==> src/design/nrps_pkg.sv <==
// Shared constants, codes and controller/datapath interface types for the release pool stack.
package nrps_pkg;

  // Store sizes
  localparam int HANDLE_DEPTH = 32;
  localparam int LEVEL_DEPTH  = 16;

  // Field widths
  localparam int FUNC_W   = 2;
  localparam int HANDLE_W = 32;
  localparam int LEVEL_W  = 4;
  localparam int STATUS_W = 2;

  // Derived widths: counts hold the depth itself, addresses index the stores
  localparam int CNT_W   = $clog2(HANDLE_DEPTH + 1);
  localparam int HADDR_W = $clog2(HANDLE_DEPTH);
  localparam int LVL_W   = $clog2(LEVEL_DEPTH + 1);
  localparam int LADDR_W = (LEVEL_DEPTH > 1) ? $clog2(LEVEL_DEPTH) : 1;
  localparam int LCMP_W  = (LVL_W > LEVEL_W) ? LVL_W : LEVEL_W;

  // Operation codes
  localparam logic [FUNC_W-1:0] FUNC_DEFER   = 2'd0;
  localparam logic [FUNC_W-1:0] FUNC_RECLAIM = 2'd1;
  localparam logic [FUNC_W-1:0] FUNC_OPEN    = 2'd2;
  localparam logic [FUNC_W-1:0] FUNC_CLOSE   = 2'd3;

  // Completion status codes
  localparam logic [STATUS_W-1:0] STATUS_OK         = 2'd0;
  localparam logic [STATUS_W-1:0] STATUS_STACK_FULL = 2'd1;
  localparam logic [STATUS_W-1:0] STATUS_NEST_FULL  = 2'd2;
  localparam logic [STATUS_W-1:0] STATUS_STALE      = 2'd3;

  // Result word kinds
  localparam logic KIND_DONE    = 1'b0;
  localparam logic KIND_RELEASE = 1'b1;

  // Controller to datapath
  typedef struct packed {
    logic capture;   // take the input word into the operand registers
    logic done;      // apply the operation and emit its completion word
    logic pop_top;   // pop the top handle and emit it as a release word
  } cmd_t;

  // Datapath to controller
  typedef struct packed {
    logic              is_close;  // captured operation is a close
    logic              stale;     // captured close level is not open
    logic              above;     // handle count still above the close mark
    logic              out_free;  // output register can take a word this cycle
  } sts_t;

endpackage

==> src/design/nrps_ctrl.sv <==
// Controller state machine: sequences capture, execute and the close release walk.
module nrps_ctrl (
  input  logic          clk,
  input  logic          rst,
  input  logic          op_valid,
  output logic          op_stall,
  input  nrps_pkg::sts_t sts,
  output nrps_pkg::cmd_t cmd
);
  import nrps_pkg::*;

  typedef enum logic [2:0] {
    ST_IDLE = 3'b001,
    ST_EXEC = 3'b010,
    ST_WALK = 3'b100
  } state_t;

  state_t state;
  state_t state_next;

  // Input side is open only while no operation is in flight
  assign op_stall = (state != ST_IDLE);

  // Next state and commands
  always_comb begin
    state_next  = state;
    cmd.capture = 1'b0;
    cmd.done    = 1'b0;
    cmd.pop_top = 1'b0;
    unique case (state)
      ST_IDLE: begin
        if (op_valid) begin
          cmd.capture = 1'b1;
          state_next  = ST_EXEC;
        end
      end
      ST_EXEC: begin
        if (sts.is_close && !sts.stale) begin
          state_next = ST_WALK;
        end else if (sts.out_free) begin
          cmd.done   = 1'b1;
          state_next = ST_IDLE;
        end
      end
      ST_WALK: begin
        // one release word per cycle while the result register is free, then the completion
        if (sts.out_free) begin
          if (sts.above) begin
            cmd.pop_top = 1'b1;
          end else begin
            cmd.done   = 1'b1;
            state_next = ST_IDLE;
          end
        end
      end
      default: state_next = ST_IDLE;
    endcase
  end

  always_ff @(posedge clk) begin
    if (rst) begin
      state <= ST_IDLE;
    end else begin
      state <= state_next;
    end
  end

endmodule

==> src/design/nrps_dp.sv <==
// Datapath: handle and mark stores, counters, operand registers and the result register.
module nrps_dp (
  input  logic                           clk,
  input  logic                           rst,
  input  logic [nrps_pkg::FUNC_W-1:0]    func,
  input  logic [nrps_pkg::HANDLE_W-1:0]  handle,
  input  logic [nrps_pkg::LEVEL_W-1:0]   level,
  input  nrps_pkg::cmd_t                 cmd,
  output nrps_pkg::sts_t                 sts,
  output logic                           res_valid,
  input  logic                           res_stall,
  output logic                           kind,
  output logic [nrps_pkg::HANDLE_W-1:0]  obj_handle,
  output logic [nrps_pkg::LEVEL_W-1:0]   level_out,
  output logic                           hit,
  output logic [nrps_pkg::STATUS_W-1:0]  status
  ,
  output logic                           last
);
  import nrps_pkg::*;

  // Stores
  logic [HANDLE_W-1:0] handle_mem [HANDLE_DEPTH];
  logic [CNT_W-1:0]    mark_mem   [LEVEL_DEPTH];

  // Operand registers
  logic [FUNC_W-1:0]   func_q;
  logic [HANDLE_W-1:0] handle_q;
  logic [LEVEL_W-1:0]  level_q;

  // Stack pointers
  logic [CNT_W-1:0]    handle_count;
  logic [LVL_W-1:0]    open_levels;

  // Registered read data
  logic [HANDLE_W-1:0] top_rd;
  logic [CNT_W-1:0]    mark_rd;

  logic [CNT_W-1:0]    top_addr_full;
  logic [HADDR_W-1:0]  top_addr;
  logic [LADDR_W-1:0]  mark_addr;
  logic                full;
  logic                nest_full;
  logic                top_hit;
  logic                stale;
  logic                do_push;
  logic                do_pop;
  logic                do_open;
  logic                emit;
  logic                out_free;

  // Operation decode against current state
  assign full      = (handle_count == CNT_W'(HANDLE_DEPTH));
  assign nest_full = (open_levels == LVL_W'(LEVEL_DEPTH));
  assign top_hit   = (handle_count != '0) && (top_rd == handle_q);
  assign stale     = (LCMP_W'(level_q) >= LCMP_W'(open_levels));

  assign do_push = cmd.done && (func_q == FUNC_DEFER) && (handle_q != '0) && !full;
  assign do_pop  = cmd.pop_top || (cmd.done && (func_q == FUNC_RECLAIM) && top_hit);
  assign do_open = cmd.done && (func_q == FUNC_OPEN) && !nest_full;

  // Top-of-stack read tracks the top entry, or the one below it while a release pops
  assign top_addr_full = handle_count - CNT_W'(cmd.pop_top ? 2 : 1);
  assign top_addr      = top_addr_full[HADDR_W-1:0];
  assign mark_addr     = cmd.capture ? LADDR_W'(level) : LADDR_W'(level_q);

  assign out_free = !res_valid || !res_stall;
  assign emit     = cmd.done || cmd.pop_top;

  assign sts.is_close = (func_q == FUNC_CLOSE);
  assign sts.stale    = stale;
  assign sts.above    = (handle_count > mark_rd);
  assign sts.out_free = out_free;

  // Handle store: one write, one registered read
  always_ff @(posedge clk) begin
    if (do_push) begin
      handle_mem[handle_count[HADDR_W-1:0]] <= handle_q;
    end
    top_rd <= handle_mem[top_addr];
  end

  // Mark store: one write, one registered read
  always_ff @(posedge clk) begin
    if (do_open) begin
      mark_mem[open_levels[LADDR_W-1:0]] <= handle_count;
    end
    mark_rd <= mark_mem[mark_addr];
  end

  // Operand capture
  always_ff @(posedge clk) begin
    if (cmd.capture) begin
      func_q   <= func;
      handle_q <= handle;
      level_q  <= level;
    end
  end

  // Stack pointers
  always_ff @(posedge clk) begin
    if (rst) begin
      handle_count <= '0;
      open_levels  <= '0;
    end else begin
      if (do_push) begin
        handle_count <= handle_count + CNT_W'(1);
      end else if (do_pop) begin
        handle_count <= handle_count - CNT_W'(1);
      end
      if (do_open) begin
        open_levels <= open_levels + LVL_W'(1);
      end else if (cmd.done && (func_q == FUNC_CLOSE) && !stale) begin
        open_levels <= LVL_W'(level_q);
      end
    end
  end

  // Result word valid
  always_ff @(posedge clk) begin
    if (rst) begin
      res_valid <= 1'b0;
    end else if (emit) begin
      res_valid <= 1'b1;
    end else if (!res_stall) begin
      res_valid <= 1'b0;
    end
  end

  // Result word payload
  always_ff @(posedge clk) begin
    if (cmd.pop_top) begin
      kind       <= KIND_RELEASE;
      obj_handle <= top_rd;
      level_out  <= '0;
      hit        <= 1'b0;
      status     <= STATUS_OK;
      last       <= 1'b0;
    end else if (cmd.done) begin
      kind       <= KIND_DONE;
      obj_handle <= '0;
      level_out  <= '0;
      hit        <= 1'b0;
      status     <= STATUS_OK;
      last       <= 1'b1;
      unique case (func_q)
        FUNC_DEFER: begin
          obj_handle <= handle_q;
          if ((handle_q != '0) && full) begin
            status <= STATUS_STACK_FULL;
          end
        end
        FUNC_RECLAIM: begin
          hit <= top_hit;
        end
        FUNC_OPEN: begin
          if (nest_full) begin
            status <= STATUS_NEST_FULL;
          end else begin
            level_out <= LEVEL_W'(open_levels);
          end
        end
        FUNC_CLOSE: begin
          if (stale) begin
            status <= STATUS_STALE;
          end
        end
        default: ;
      endcase
    end
  end

endmodule

==> src/design/nested_release_pool_stack_core.sv <==
// Top level of the release pool stack: controller plus datapath.
//
//   channel | valid      | stall      | word fields
//   --------+------------+------------+-------------------------------------------
//   op      | op_valid   | op_stall   | func, handle, level
//   res     | res_valid  | res_stall  | kind, obj_handle, level_out, hit, status, last
//
// One operation word at a time: the next is accepted only after the current one
// has emitted its completion word. A close releases its handles one release word
// per cycle when not stalled, paced by the registered read of the handle store.
// Reset clears the handle count, the open level count and the result valid.
// A stalled result word holds; the walk pauses until the result register frees.
module nested_release_pool_stack_core (
  input  logic                           clk,
  input  logic                           rst,
  input  logic                           op_valid,
  output logic                           op_stall,
  input  logic [nrps_pkg::FUNC_W-1:0]    func,
  input  logic [nrps_pkg::HANDLE_W-1:0]  handle,
  input  logic [nrps_pkg::LEVEL_W-1:0]   level,
  output logic                           res_valid,
  input  logic                           res_stall,
  output logic                           kind,
  output logic [nrps_pkg::HANDLE_W-1:0]  obj_handle,
  output logic [nrps_pkg::LEVEL_W-1:0]   level_out,
  output logic                           hit,
  output logic [nrps_pkg::STATUS_W-1:0]  status,
  output logic                           last
);
  import nrps_pkg::*;

  cmd_t cmd;
  sts_t sts;

  // Sequencer
  nrps_ctrl u_ctrl (
    .clk      (clk),
    .rst      (rst),
    .op_valid (op_valid),
    .op_stall (op_stall),
    .sts      (sts),
    .cmd      (cmd)
  );

  // Stores, counters and result register
  nrps_dp u_dp (
    .clk        (clk),
    .rst        (rst),
    .func       (func),
    .handle     (handle),
    .level      (level),
    .cmd        (cmd),
    .sts        (sts),
    .res_valid  (res_valid),
    .res_stall  (res_stall),
    .kind       (kind),
    .obj_handle (obj_handle),
    .level_out  (level_out),
    .hit        (hit),
    .status     (status),
    .last       (last)
  );

endmodule
==> config.mk <==
export PLATFORM = sky130hd
export DESIGN_NAME = nested_release_pool_stack_core
export DESIGN_NICKNAME = d
export VERILOG_FILES = /design/src/design/nrps_pkg.sv /design/src/design/nrps_ctrl.sv /design/src/design/nrps_dp.sv /design/src/design/nested_release_pool_stack_core.sv
export SDC_FILE = /design/constraint.sdc
export NUM_CORES = 1
export LEC_CHECK = 0
export BUFFER_PORTS_ARGS = -buffer_cell sky130_fd_sc_hd__clkbuf_2
export CAP_MARGIN = 30
export CORE_MARGIN = 2
export CORE_UTILIZATION = 70
export CTS_BUF_LIST = sky130_fd_sc_hd__clkbuf_8
export CTS_CLUSTER_DIAMETER = 120
export CTS_CLUSTER_SIZE = 40
export DETAILED_ROUTE_END_ITERATION = 12
export PLACE_DENSITY_LB_ADDON = 0.25
export SKIP_CTS_REPAIR_TIMING = 1
export SYNTH_ARGS = -nofsm -noshare
export SYNTH_HDL_FRONTEND = slang
export SYNTH_SLANG_ARGS = --single-unit
==> constraint.sdc <==
create_clock -name clk -period 7.6 [get_ports clk]
set_input_delay 1.14 -clock clk [delete_from_list [all_inputs] [get_ports clk]]
set_output_delay 1.14 -clock clk [all_outputs]
set_load 0.02 [all_outputs]
==> results of run 1 <==
-- registers in the layout (all words and copies together), names as in the netlist, 5 cells and up --
name,count
u_dp.mark_rd,6
u_dp.handle_count,6
u_dp.open_levels,5
u_dp.mark_mem,96
u_dp.top_rd,32
u_dp.handle_mem,1024
u_dp.handle_q,32
u_dp.obj_handle,32
-- kinds of logic (layout without fill, tap and decap cells) --
kind of cell	Yosys count	in the layout	share of synthesized area [%]
compound gates	86	86	1.224
xor+xnor	38	38	0.7055
fa+ha+maj	22	22	0.6017
buf+inv	132	277	1.255
flops	1252	1252	76.56
mux	380	380	16.45
other cells	0	1	0
simple gates	319	319	3.201
-- metal layers --
layer  global-route usage (%)  wire length (um)  vias to the layer above
met3                    5.646             12400                      189
li1                         -                 -                     9378
met2                    51.62             55140                     1654
met4                    10.84              3717                        0
met1                    44.52             38990                    12230
met5                        0                 0                        -
-- worst max-delay path: stages, from the launching register on --
cell	delay [ns]
dfxtp_1	0.98
inv_1	0.34
ha_1	0.38
nand3_1	0.07
o31a_1	0.15
and3_2	0.26
inv_2	0.21
ha_4	0.17
inv_1	0.07
fa_4	1.43
buf_4	0.46
mux4_2	0.38
mux4_2	0.49
mux2_2	0.29
-- how the worst max path moves through the flow --
stage and end:
3_5_place_dp u_dp.top_rd[11], 4_1_cts u_dp.top_rd[7], 6_report u_dp.top_rd[7], 5_1_grt u_dp.top_rd[7], 2_1_floorplan u_dp.top_rd[0], 3_3_place_gp u_dp.top_rd[21]
-- layout make-up --
class                   instances  share of cell area, %
flip-flops and latches       1252                  71.95
multi-input cells             845                  21.45
clock buffers                  39                  1.046
clock inverters                27                 0.2559
diodes                          1               0.004875
repair buffers                187                  2.964
well taps                     882                  2.150
inverters                      24                 0.1755
-- synthesized netlist by cell type (15+ instances only) --
master    count
nand3_1      44
clkbuf_1     64
edfxtp_1   1186
inv_1        22
nor2_1       57
mux2i_1      16
mux4_2      326
xnor2_1      15
mux2_2       36
and3_1       20
nand2_1     125
a21oi_1      20
ha_1         20
dfxtp_1      66
xor2_1       22
buf_2        31
-- placed cells by master, fill, tap and decap left out, types with 8 or more instances in the layout --
cell / netlist / layout
xor2_1: 22 / 22
nand3_1: 44 / 44
mux2_2: 36 / 36
ha_1: 20 / 19
buf_12: 0 / 15
xnor2_1: 15 / 13
and4_1: 9 / 9
mux2i_1: 16 / 16
edfxtp_1: 1186 / 1186
and3_1: 20 / 19
nor2_4: 0 / 33
o21ai_0: 14 / 14
mux4_2: 326 / 326
nand2_1: 125 / 124
nor4_1: 14 / 14
clkbuf_2: 0 / 84
nor2_1: 57 / 24
dfxtp_1: 66 / 66
inv_1: 22 / 46
a31oi_1: 8 / 8
a21oi_1: 20 / 20
clkbuf_8: 0 / 39
buf_4: 3 / 81
-- where the power goes --
part / switching (mW) / internal (mW)
clock network: 1.81 / 0.496
registers: 0.101 / 7.72
logic: 0.712 / 0.469
total: 2.62 / 8.69
==> metrics.yaml, run 1 <==
status: "finished, final reports clean"
p_per_area_nw_per_um2: 220.3
yosysWarnings: 0
reg2reg_slack_ns: 1.74
crit-reg2reg-launch: "u_dp.handle_count[0]"
wl_per_cell_um: 33.85
drv_cap: 0
dieArea_um2: 71030
fp.dieW_um: 266.5
rows: 96
drc_errors: 0
tightestPinTransition_ns: 1.085
final_nets: 2411
antenna_found_initial: 1
place_ws_ns: 1.927
via_per_inst: 7.201
holdPathEnd: "u_dp.level_out[1]"
total_leakage_power_nw: 16.28
clock-sinks: 1252
setup_viol: 0
holdWs_ns: 0.4805
syn_inst: 2229
hold_path_depth: 2
slew-limit-headroom_pct: 27.66
synthesis.nets: 2293
crit_fanout: 58
drive_above_1_share_pct: 27.17
ys_ff_latch: 1252
stdcell_count: 3257
netlist.area_leader.share_pct: 73.83
path_clk_slew_ns: 0.24
path_class: "register to register"
hp-start: "u_dp.level_out[1]"
start_kind: "register"
finalSetupTns_ns: 0
grt_first_pass_wirelength_mm: 158.0
grt_pass1_vias: 23060
drt-pass1-iter-count: 9
grt_max_degree: 92
dp_hpwl_mm: 64.50
arrival_ns: 6.51
vdd_ir_drop_max_mv: 0.1828
power_mw: 11.31
setup.worst_path.start: "u_dp.handle_count[0]"
synth_edf_count: 1186
grt.total_usage_pct: 31.66
drtIter0Drc: 3590
fmax_mhz: 170.7
detail-route-antenna-nets: 0
hp-class: "register to register"
period_share_pct: 77.10
ys.flop_type: "edfxtp_1"
gp_congestion: 0.8495
synthArstFlopShare_pct: 0
worst_slack_ns: 1.740
grt_setup_unrepaired: "false"
numCtsBuffers: 37
clock_latency_ns: 0.77
fin_area_um2: 51330
io_pins: 85
placed_area_um2: 50520
dp_cells: 3184
syn_to_final_growth_pct: 6.411
cts_htree_levels: 2
r2r_end: "u_dp.top_rd[7]"
wl_mm: 110.2
synth_area_leaders: "edfxtp_1 74%, mux4_2 15%, dfxtp_1 2.7%"
fin_skew_ns: 0.06075
seq_area_um2: 36940
tritoncts: "yes"
max-clock-path-buffers: 3
nFillCells: 3571
start_util_pct: 70.46
required_ns: 8.25
worstSetupEndpointType: "register"
post-route-util_pct: 74.98
avgSynthCellArea_um2: 21.64
report.final.slew_viol_count: 0
core-area_um2: 68470
port_buffers: 84
yosys.area.top_type: "edfxtp_1"
multi_input_area_um2: 11010
fin_crit_ns: 5.860
netlist_area_um2: 48240
cts-root-buf: "clkbuf_8"
rr_worst_depth: 13
via_count: 23460
synth-seq-area-share_pct: 76.56
die-height_um: 266.5
synth.distinct_cells: 65
overflow: 0
hold_viol: 0
(Power assumes the default switching activity.)
==> run 2, diff against run 1 <==
ABC_AREA = 1   (was not set)
CORE_UTILIZATION = 65   (was 70)
clock period = 6.1 ns   (was 7.6 ns; I/O delays follow)
==> run 2 against run 1 <==
Register-to-register slack lost 0.69 ns. Clock power up 26%. Routed wire length rose by 19%. Area after synthesis increased by 2.2%. Utilization shrank 5.6 points. First-iteration DRC count rose by 56%. Combinational power up 54%. Global-route usage up 1.8 points. Largest cell class unchanged. Largest power group unchanged.
==> metrics.yaml, run 2 <==
p_per_area_nw_per_um2: 280.0
reg2reg_slack_ns: 1.05
yosysWarnings: 0
required_ns: 6.79
most-common-layout-cells: "1186 x edfxtp_1, 702 x nor2_1, 610 x o21ai_0, 202 x o221ai_1, 168 x nand2_1"
hp-class: "input pin to register"
crit_path_max_incr_delay_ns: 0.90
path_cells: "inv_1, ha_1, inv_1, nand2_1, nand2_1, nand2_1, nand3_1, nand4_1, ha_4, inv_1, fa_4, inv_6, buf_12, o21ai_0, o22ai_1, nor2_1, nor2_1, o21ai_1, a32oi_1"
cts_htree_levels: 2
yosys.area.top_type: "edfxtp_1"
core-area_um2: 74820
synth-seq-area-share_pct: 74.91
ys_ff_latch: 1252
final_nets: 3772
synth_most_common_cell: "edfxtp_1"
worstSetupEndpointType: "register"
dieArea_um2: 78070
slew-limit-headroom_pct: 27.73
dp_hpwl_mm: 71.64
post-route-util_pct: 69.41
setup_viol: 0
crit_slowest_cell: "fa_4"
max-clock-path-buffers: 3
fp.dieW_um: 279.4
start_util_pct: 65.89
cts-root-buf: "clkbuf_8"
netlist_area_um2: 49300
total_leakage_power_nw: 17.05
antenna_found_initial: 4
numCtsBuffers: 37
largest_register_ffs: 1024
crit_buf_inv: 5
synthTopCellsByCount: "1186 x edfxtp_1, 735 x nor2_1, 610 x o21ai_0, 202 x o221ai_1, 168 x nand2_1"
tritoncts: "yes"
report.final.slew_viol_count: 0
arrival_ns: 5.74
drt-pass1-iter-count: 6
fin_crit_ns: 5.047
avgSynthCellArea_um2: 13.24
overflow: 0
drive_above_1_share_pct: 8.084
synthArstFlopShare_pct: 0
synth.distinct_cells: 36
via_per_inst: 6.821
status: "finished, final reports clean"
die-height_um: 279.4
fin_skew_ns: 0.06367
grt_setup_unrepaired: "false"
clock_latency_ns: 0.76
synth_area_leaders: "edfxtp_1 72%, o21ai_0 6.2%, nor2_1 5.6%"
synth_edf_count: 1186
grt_pass1_vias: 29960
port_buffers: 84
path_class: "register to register"
vdd_ir_drop_max_mv: 0.2218
wl_per_cell_um: 27.90
drc_errors: 0
clock-sinks: 1252
drv_cap: 0
grt_first_pass_wirelength_mm: 191.4
gp_congestion: 0.8891
syn_inst: 3724
wl_mm: 131.3
power_mw: 14.54
grt_max_degree: 239
hold_viol: 0
layout_commonest_cell: "edfxtp_1"
tightestPinTransition_ns: 1.082
crit_fanout: 79
netlist.area_leader.share_pct: 72.23
detail-route-antenna-nets: 0
path_clk_slew_ns: 0.22
syn_to_final_growth_pct: 5.329
via_count: 32110
fmax_mhz: 198.2
cp_top_family: "adder cells"
drtIter0Drc: 5597
rows: 100
finalSetupTns_ns: 0
period_share_pct: 82.73
ys.flop_type: "edfxtp_1"
grt.total_usage_pct: 33.42
synthesis.nets: 3788
start_kind: "register"
io_pins: 85
[run 2: changes by cell type after synthesis, moves of 74 or more]
cell      previous run  this run
o221ai_1             0       202
inv_1               22       115
clkbuf_1            64       142
o22ai_1              0        74
nor2_1              57       735
nand3_1             44       133
o21ai_0             14       610
mux4_2             326         0
[run 2: worst paths after layout]
check,start,end,cells past startpoint
worst min register to register,u_dp.level_out[1],u_dp.level_out[1],2
worst max-delay path,u_dp.handle_count[0],u_dp.top_rd[29],19
worst max register to register,u_dp.handle_count[0],u_dp.top_rd[29],19
worst min-delay path,handle[3],u_dp.handle_q[3],1
[run 2: routing by layer]
| layer | wire length [um] | vias up | track usage (%) |
|---|---|---|---|
| met5 | 13 | - | 0 |
| met4 | 5803 | 2 | 13.89 |
| met3 | 17650 | 358 | 7.423 |
| met2 | 59410 | 2341 | 50.47 |
| met1 | 48450 | 15620 | 47.92 |
| li1 | - | 13790 | - |
[run 2: area by class of cell]
type	instances	area, um^2
well taps	969	1212
repair buffers	191	1544
fillers	5035	22890
diodes	2	5.005
multi-input cells	2102	11080
clock buffers	39	536.8
clock inverters	28	140.1
inverters	124	480.5
flip-flops and latches	1252	36940
[run 2: power by group]
group	leakage [nW]	internal, mW	switching (mW)
registers	11.3	9.64	0.158
clock network	0.429	0.622	2.30
logic	5.30	0.507	1.31
[run 2: metrics by stage]
step,setup slack (ns),hold slack (ns),area (um^2),cells
final,1.053,0.3057,51930,4707
after global routing,0.7210,0.2730,51930,4707
after CTS,1.168,0.2821,51930,4705
after detailed placement,1.214,0.4561,51250,4638
after global placement,1.342,0.4614,51220,4637
after floorplan,2.264,0.5088,49300,3724
[run 2: logic make-up (layout without fill, tap and decap cells)]
group	Yosys count	in the layout	synth area share (%)
simple gates	1060	1060	8.623
xor+xnor	9	9	0.2056
flops	1252	1252	74.91
buf+inv	370	382	3.231
fa+ha+maj	22	22	0.5888
compound gates	1011	1011	12.44
other cells	0	2	0
[run 2: worst register-to-register path, cell delays in order (launching register included)]
cell and delay (ns):
dfxtp_1 0.86, inv_1 0.29, ha_1 0.27, inv_1 0.05
nand2_1 0.04, nand2_1 0.05, nand2_1 0.04, nand3_1 0.08
nand4_1 0.28, ha_4 0.29, inv_1 0.08, fa_4 0.90
inv_6 0.47, buf_12 0.38, o21ai_0 0.24, o22ai_1 0.17
nor2_1 0.06, nor2_1 0.10, o21ai_1 0.10, a32oi_1 0.22
